$ cat src/hdl/mraf_pkg.sv
`default_nettype none
package mraf_pkg;

  localparam int DEF_MAX_ROWS = 64;
  localparam int DEF_MAX_COLS = 64;
  localparam int SIZE_W       = 7;
  localparam int SIZE_RESET   = 64;
  localparam int AREA_W       = 13;
  localparam int AREA_SAT     = 8191;
  localparam int CFG_ADDR_W   = 1;

  typedef enum logic [CFG_ADDR_W-1:0] {
    REG_NUM_ROWS = 1'b0,
    REG_NUM_COLS = 1'b1
  } cfg_reg_t;

  typedef enum logic [3:0] {
    ST_LOAD,
    ST_SCAN_RD,
    ST_SCAN_CHK,
    ST_POP,
    ST_POP_WAIT,
    ST_NB_SEL,
    ST_NB_CHK,
    ST_REGION_END,
    ST_DONE
  } state_t;

  typedef enum logic [1:0] {
    NB_DOWN,
    NB_RIGHT,
    NB_UP,
    NB_LEFT
  } nb_dir_t;

  typedef struct packed {
    logic load_write;
    logic pos_clear;
    logic pos_step;
    logic best_clear;
    logic scan_read;
    logic start_region;
    logic pop;
    logic latch_top;
    logic nb_read;
    logic nb_step;
    logic push;
    logic region_done;
    logic out_load;
  } mraf_cmd_t;

  typedef struct packed {
    logic pos_last;
    logic cell_land;
    logic nb_valid;
    logic nb_last;
    logic stack_empty;
    logic out_full;
  } mraf_status_t;

endpackage
`default_nettype wire

$ cat src/hdl/mraf_ctrl.sv
`default_nettype none
module mraf_ctrl
  import mraf_pkg::*;
(
  input  wire logic         clk,
  input  wire logic         rst,
  input  wire logic         in_valid,
  input  wire logic         cfg_we,
  input  wire mraf_status_t status,
  output logic              in_ready,
  output mraf_cmd_t         cmd
);

  state_t state, state_next;
  logic   in_fire;

  assign in_ready = (state == ST_LOAD);
  assign in_fire  = in_valid && in_ready;

  always_ff @(posedge clk) begin
    if (rst) begin
      state <= ST_LOAD;
    end else begin
      state <= state_next;
    end
  end

  always_comb begin
    state_next = state;
    cmd        = '0;
    unique case (state)
      ST_LOAD: begin
        if (cfg_we) begin
          cmd.pos_clear = 1'b1;
        end else if (in_fire) begin
          cmd.load_write = 1'b1;
          if (status.pos_last) begin
            cmd.pos_clear  = 1'b1;
            cmd.best_clear = 1'b1;
            state_next     = ST_SCAN_RD;
          end else begin
            cmd.pos_step = 1'b1;
          end
        end
      end
      ST_SCAN_RD: begin
        cmd.scan_read = 1'b1;
        state_next    = ST_SCAN_CHK;
      end
      ST_SCAN_CHK: begin
        if (status.cell_land) begin
          cmd.start_region = 1'b1;
          state_next       = ST_POP;
        end else if (status.pos_last) begin
          state_next = ST_DONE;
        end else begin
          cmd.pos_step = 1'b1;
          state_next   = ST_SCAN_RD;
        end
      end
      ST_POP: begin
        cmd.pop    = 1'b1;
        state_next = ST_POP_WAIT;
      end
      ST_POP_WAIT: begin
        cmd.latch_top = 1'b1;
        state_next    = ST_NB_SEL;
      end
      ST_NB_SEL: begin
        if (status.nb_valid) begin
          cmd.nb_read = 1'b1;
          state_next  = ST_NB_CHK;
        end else if (!status.nb_last) begin
          cmd.nb_step = 1'b1;
        end else if (status.stack_empty) begin
          state_next = ST_REGION_END;
        end else begin
          state_next = ST_POP;
        end
      end
      ST_NB_CHK: begin
        cmd.push = status.cell_land;
        if (!status.nb_last) begin
          cmd.nb_step = 1'b1;
          state_next  = ST_NB_SEL;
        end else if (status.stack_empty && !status.cell_land) begin
          state_next = ST_REGION_END;
        end else begin
          state_next = ST_POP;
        end
      end
      ST_REGION_END: begin
        cmd.region_done = 1'b1;
        if (status.pos_last) begin
          state_next = ST_DONE;
        end else begin
          cmd.pos_step = 1'b1;
          state_next   = ST_SCAN_RD;
        end
      end
      ST_DONE: begin
        if (!status.out_full) begin
          cmd.out_load  = 1'b1;
          cmd.pos_clear = 1'b1;
          state_next    = ST_LOAD;
        end
      end
      default: begin
        state_next = ST_LOAD;
      end
    endcase
  end

endmodule
`default_nettype wire

$ cat config.mk
export PLATFORM = sky130hd
export DESIGN_NAME = mraf_ctrl
export DESIGN_NICKNAME = d
export VERILOG_FILES = /design/src/hdl/mraf_pkg.sv /design/src/hdl/mraf_ctrl.sv
export SDC_FILE = /design/constraint.sdc
export NUM_CORES = 1
export LEC_CHECK = 0
export BUFFER_PORTS_ARGS = -buffer_cell sky130_fd_sc_hd__buf_4
export CORE_AREA = 2 2 45 47
export CTS_CLUSTER_SIZE = 16
export DETAILED_ROUTE_END_ITERATION = 6
export DIE_AREA = 0 0 47 49
export SYNTH_ARGS = -nofsm -noshare
export SYNTH_HDL_FRONTEND = slang
export SYNTH_SLANG_ARGS = --single-unit
$ cat constraint.sdc
create_clock -name clk -period 2.78 [get_ports clk]
set_clock_uncertainty 0.05 [all_clocks]
set_input_delay 0.556 -clock clk [delete_from_list [all_inputs] [get_ports clk]]
set_output_delay 0.556 -clock clk [all_outputs]
set_load 0.1 [all_outputs]
==> summary.md, run 1 <==
| Metric | Value |
|---|---|
| PD cells | 356.0 nW/um2 |
| Min-delay worst type | primary input to register |
| Minimum clock period | 2468 ps |
| Cells after Synth | 59 |
| Yosys cell types | 32 |
| Crit path DAT | 1860 ps |
| Core area | 1842 um2 |
| EDFF count, synth | 0 |
| Area Overhead vs Synth | 48.85% |
| Max Fclk | 405.2 MHz |
| Largest regs | state: 4 flops |
| Met2 WL post-DR | 614 um |
| Postcts setup bufs | 0 |
| CP endpoint kind | output pin |
| Port Buffers | 23 |
| Setup_tns | 0 ps |
| Half-perimeter wire length after placement | 917.3 um |
| Clock insertion delay at the later pin of the skew report | 240 ps |
| Reg clk slew, reported paths | 40 ps |
| Ys async rst share | 0 |
| Crit Reg-Reg Endpoint | state[1] |
| TritonCTS Buffers | 3 |
| Pwr Total | 0.2307 mW |
| Status | finished, final reports clean |
| Vias | 494 |
| Tcrit/Tclk final | 0.8878 |
| P_int | 0.1365 mW |
| Io pins | 24 |
| H-tree Lvls | 1 |
| Ant. Diodes | 0 |
| WL met1 | 456 um |
| Yosys top cell by area | dfxtp_1 |
| Antenna-violating nets left | 0 |
| Global placer's final weighted congestion | 0.7802 |
| CTS sink count | 4 |
| Worst slew pin tran | 456.0 ps |
| Avg Cell Area, Syn | 7.380 um2 |
| Sw Share | 0.4084 |
| Die X | 47 um |
| Worst Path Required | 2170 ps |
| Worst rel slew slack | 0.6956 |
| RSZ-0062 raised after global routing | no |
| Synthesis Warnings | 0 |
| Met3 WL post-DR | 48 um |
| Detailed Route WL | 1141 um |
| DRC | 0 |
| Clock power frac | 0.311 |
| Max FFs per register | 4 |
| Min Hold Slack | 467.4 ps |
| Hold buffer count at CTS | 0 |
| Vias per inst | 4.574 |
| Worst setup path start | state[2] |
| Clock Tree Buf Depth | 2 |
| Congestion Overflow GR | 0 |
| GRT Total Usage | 0.1082 |
| CTS root buf | clkbuf_4 |
| Number of synthesized register bits | 4 |
| Reg-to-reg slack, setup | 1350 ps |
| Iter 0 DRT Violations | 4 |
| Reg-to-reg startpoint | state[2] |
| Area contributors post-synth | dfxtp_1, nor2_1, nand2_1, nor3_1, mux2_2 |
| Synth Cell Area | 435.4 um2 |
| CTS tree | yes |
| Worst R2R Path Depth | 4 |
| Final setup violation count | 0 |
| Max cap viols | 0 |
| Crit path capture | cmd[10] |
| First-pass GRT wire length | 1828 um |
| Cell leakage power | 0.2823 nW |
| Synthesized Nets | 69 |
| Non-filler cells, final | 108 |
| Dpl cells | 105 |
| Max layer used | met4 |
| Nets | 93 |
| Placement Rows | 16 |
| Initial antenna violation count | 0 |
| Flop pwr share | 0.273 |
| CP startpoint kind | register |
| Die ar. | 2303 um2 |
| CTS resizes | 0 |
| Worst vdd ir | 0.0001392 V |
| Starting Density | 0.2364 |
| Largest reg by FF count | state |
| Seq/Total Area, Yosys | 0.1839 |
| Comb power frac | 0.416 |
| CP Max Fanout | 13 |
| Vias in the first global route | 442 |
| Top FF cell, synth | dfxtp_1 |
| Net Switching | 0.09423 mW |
| Hold Fails Final Rpt | 0 |
| Largest net degree at the start of global routing | 14 |
| Fin. max-slew vios | 0 |
| Die height | 49 um |
| Kind of critical path | register to output pin |
| Share of layout cells above drive strength 1 | 0.4568 |
| 1st-pass router iterations | 4 |
| Yosys top cell area share | 0.1839 |
| Wire length per cell | 10.56 um |
-- Yosys cell counts, drive strengths merged, types with 2 or more instances --
| cell type | n |
|---|---|
| nor2 | 9 |
| o22ai | 2 |
| and2 | 2 |
| nor3 | 6 |
| dfxtp | 4 |
| a21oi | 3 |
| a21o | 2 |
| mux2 | 2 |
| nand2 | 7 |
| and2b | 2 |
| nand2b | 2 |
| buf | 3 |
| inv | 3 |
-- layout make-up --
type / count / area (um2)
fill: 208 / 1194
multi-input combinational: 48 / 327.8
timing repair buffer: 23 / 172.7
sequential: 4 / 80.08
tap: 27 / 33.78
inverter: 3 / 11.26
clock buffer: 3 / 22.52
-- critical path, cell delays in order (launching register included) --
cell,delay (ps)
dfxtp_1,440
nor4_4,410
and3b_4,270
a21oi_4,40
nor3_4,160
buf_4,300
-- metal layers --
metal,global-route usage,up-vias
met5,0,-
met4,0.05556,0
met3,0.01111,2
met2,0.1849,13
met1,0.1256,229
li1,-,250
-- power by group through the flow --
stage	logic, mW	clock network (mW)	registers [mW]
floorplan	0.0752	0	0.0605
global placement	0.0957	0	0.0636
detailed placement	0.0962	0	0.0638
CTS	0.0963	0.0747	0.0628
global route	0.0994	0.0760	0.0633
finish	0.0961	0.0718	0.0629
-- cells by family (layout without fill, tap and decap cells) --
group / Yosys count / count (layout) / share of synthesized area
multiplexers: 2 / 2 / 0.05172
AO/OA/AOI/OAI: 13 / 13 / 0.2098
AND/OR/NAND/NOR: 33 / 33 / 0.4426
flip-flops: 4 / 4 / 0.1839
buffers and inverters: 7 / 29 / 0.1121
-- stage by stage --
stage                     setup slack, ps  instance area, um2    util
after global placement              585.8               625.6  0.3397
after detailed placement            553.3               625.6  0.3397
final                               311.9               648.1  0.3519
after floorplan                    -821.2               462.9       -
after CTS                           295.8               648.1  0.3519
after global routing                206.1               648.1  0.3519
-- layout by cell type, fill, tap and decap left out, types with 2 or more instances in the layout --
cell | netlist | final
nand2_1 | 7 | 7
inv_1 | 3 | 3
nand2b_1 | 2 | 2
mux2_2 | 2 | 2
nor2_1 | 9 | 9
clkbuf_4 | 0 | 3
dfxtp_1 | 4 | 4
nor3_1 | 5 | 4
buf_4 | 1 | 23
a21oi_1 | 2 | 2
o22ai_1 | 2 | 2
-- how the worst min path moves through the flow --
stage / cells past startpoint / slack [ps] / end / from
6_report: 2 / 470 / state[3] / rst
5_1_grt: 2 / 460 / state[3] / rst
4_1_cts: 2 / 450 / state[3] / rst
3_5_place_dp: 1 / 650 / state[0] / state[0]
3_3_place_gp: 1 / 610 / state[0] / state[0]
2_1_floorplan: 2 / 480 / state[0] / state[0]
Power figures use the tool's default switching activity.
==> run 2: changes to the inputs <==
--- a/config.mk
+++ b/config.mk
@@ -5,11 +5,12 @@
 export SDC_FILE = /design/constraint.sdc
 export NUM_CORES = 1
 export LEC_CHECK = 0
+export ABC_AREA = 1
 export BUFFER_PORTS_ARGS = -buffer_cell sky130_fd_sc_hd__buf_4
-export CORE_AREA = 2 2 45 47
+export CORE_AREA = 2 2 47 49
 export CTS_CLUSTER_SIZE = 16
 export DETAILED_ROUTE_END_ITERATION = 6
-export DIE_AREA = 0 0 47 49
+export DIE_AREA = 0 0 49 51
 export SYNTH_ARGS = -nofsm -noshare
 export SYNTH_HDL_FRONTEND = slang
 export SYNTH_SLANG_ARGS = --single-unit
==> summary.md, run 2 <==
| Metric | Value |
|---|---|
| Status | finished, final reports clean |
| Area Overhead vs Synth | 53.60% |
| Hold buffer count at CTS | 0 |
| Synthesized Nets | 91 |
| H-tree Lvls | 1 |
| TritonCTS Buffers | 3 |
| Core area | 2063 um2 |
| Fin util | 0.3493 |
| Reg clk slew, reported paths | 40 ps |
| Top FF cell, synth | dfxtp_1 |
| Multi-input gate area in the final layout | 346.6 um2 |
| Io pins | 24 |
| First-pass GRT wire length | 2028 um |
| Starting Density | 0.2274 |
| Vias per inst | 4.348 |
| Wire length per cell | 9.407 um |
| Yosys top cell area share | 0.1707 |
| Setup_tns | 0 ps |
| Clock Tree Buf Depth | 2 |
| Commonest non-fill, non-tap cells in the layout | buf_4, nand2_1, nor2_1, inv_1, inv_2 |
| GRT Total Usage | 0.1076 |
| CTS root buf | clkbuf_4 |
| Min Hold Slack | 458.8 ps |
| CTS tree | yes |
| Worst rel slew slack | 0.8145 |
| Area contributors post-synth | dfxtp_1, nand2_1, nor2_1, inv_1, nand2_2 |
| Min-delay worst type | primary input to register |
| Antenna-violating nets left | 0 |
| Number of synthesized register bits | 4 |
| Minimum clock period | 2207 ps |
| Die height | 51 um |
| Congestion Overflow GR | 0 |
| Global placer's final weighted congestion | 0.7948 |
| Placement Rows | 17 |
| Initial antenna violation count | 0 |
| Synth Cell Area | 469.2 um2 |
| Ys async rst share | 0 |
| Reg-to-reg startpoint | state[0] |
| Detailed Route WL | 1270 um |
| CP startpoint kind | register |
| Crit path DAT | 1600 ps |
| Max cap viols | 0 |
| Avg Cell Area, Syn | 5.793 um2 |
| Commonest cells in the netlist | nand2_1, nor2_1, inv_1 |
| Postcts setup bufs | 0 |
| Comb power frac | 0.446 |
| Final setup violation count | 0 |
| Net Switching | 0.1059 mW |
| Dpl cell area | 698.2 um2 |
| Vias in the first global route | 519 |
| CTS sink count | 4 |
| Half-perimeter wire length after placement | 1146 um |
| Tcrit/Tclk final | 0.7938 |
| Share of layout cells above drive strength 1 | 0.4766 |
| Sw Share | 0.4386 |
| P_int | 0.1356 mW |
| Seq/Total Area, Yosys | 0.1707 |
| Die ar. | 2499 um2 |
| EDFF count, synth | 0 |
| Largest reg by FF count | state |
| Ant. Diodes | 0 |
| Cell leakage power | 0.3645 nW |
| RSZ-0062 raised after global routing | no |
| Register area | 80.08 um2 |
| Iter 0 DRT Violations | 3 |
| Port Buffers | 23 |
| Kind of critical path | register to output pin |
| Placement Setup Slack | 731.8 ps |
| 1st-pass router iterations | 4 |
| CTS resizes | 0 |
| DRC | 0 |
| Clock insertion delay at the later pin of the skew report | 240 ps |
| CP Max Fanout | 5 |
| Fin worst setup slack | 573.3 ps |
| Max Fclk | 453.2 MHz |
| Largest regs | state: 4 flops |
| Hold Fails Final Rpt | 0 |
| Design Area, Final | 720.7 um2 |
| Worst setup path start | state[0] |
| Fin. max-slew vios | 0 |
| CP endpoint kind | output pin |
| Max FFs per register | 4 |
| Die X | 49 um |
| Synthesis Warnings | 0 |
| Most common cell after layout, fill and taps aside | buf_4 |
| Flop pwr share | 0.254 |
| FILL cells | 242 |
| Worst vdd ir | 0.0001597 V |
| Cells after Synth | 81 |
| Worst slew pin tran | 280.5 ps |
| Yosys cell types | 18 |
| Worst Path Required | 2170 ps |
| Hold_sp | rst |
| PD cells | 335.1 nW/um2 |
| Vias | 587 |
| Clock power frac | 0.300 |
| Yosys top cell by area | dfxtp_1 |
| Largest net degree at the start of global routing | 6 |
| Nets | 119 |
==> run 2: cell count changes after synthesis, sizes merged, moves of 4 or more <==
| cell | previous run | this run |
|---|---|---|
| inv | 3 | 17 |
| nand2 | 7 | 20 |
| nand3 | 0 | 5 |
| nor2 | 9 | 20 |
| nor3 | 6 | 2 |
==> run 2: worst max-delay path: stages, from the launching register on <==
cell     delay [ps]
dfxtp_1         370
inv_2           120
nand2_4          60
inv_2            70
nand2_1         120
nor2_4          110
inv_1            80
a21oi_2         130
buf_4           290
==> run 2: worst paths after layout <==
check	endpoint	slack (ps)	cells after the start
worst max-delay path	cmd[10]	570	8
worst min-delay path	state[1]	460	2
worst max register to register	state[2]	1480	7
worst min register to register	state[1]	520	3
==> run 2: logic make-up (layout without fill, tap and decap cells) <==
logic type | count (synthesis) | count (layout) | share of synthesized area
buffers and inverters | 17 | 43 | 0.1360
AO/OA/AOI/OAI | 13 | 13 | 0.1707
AND/OR/NAND/NOR | 47 | 47 | 0.5227
flip-flops | 4 | 4 | 0.1707
==> run 2: power by group through the flow <==
stage	Sequential, mW	Combinational [mW]	Clock [mW]
finish	0.0614	0.108	0.0725
global route	0.0615	0.114	0.0796
CTS	0.0613	0.109	0.0766
detailed placement	0.0622	0.108	0
global placement	0.0622	0.108	0
floorplan	0.0618	0.0797	0
==> run 2: through the flow <==
step | power [mW] | instances
2_1_floorplan | 0.1415 | 81
3_3_place_gp | 0.1700 | 132
3_5_place_dp | 0.1707 | 132
4_1_cts | 0.2465 | 135
5_1_grt | 0.2552 | 135
6_report | 0.2415 | 135
==> run 2: final cells by class <==
cell class                      instances  share of cell area
Timing Repair Buffer                   23              0.2396
Inverter                               17             0.08854
Tap cell                               28             0.04861
Multi-Input combinational cell         60              0.4809
Clock buffer                            3             0.03125
Sequential cell                         4              0.1111
==> run 2: layer usage <==
layer  vias to the layer above  share of wire  track usage
li1                        307              -            -
met1                       270           0.40       0.1042
met2                         8           0.55       0.1963
met3                         2          0.046      0.03509
met4                         0         0.0063      0.07143
met5                         -              0            0
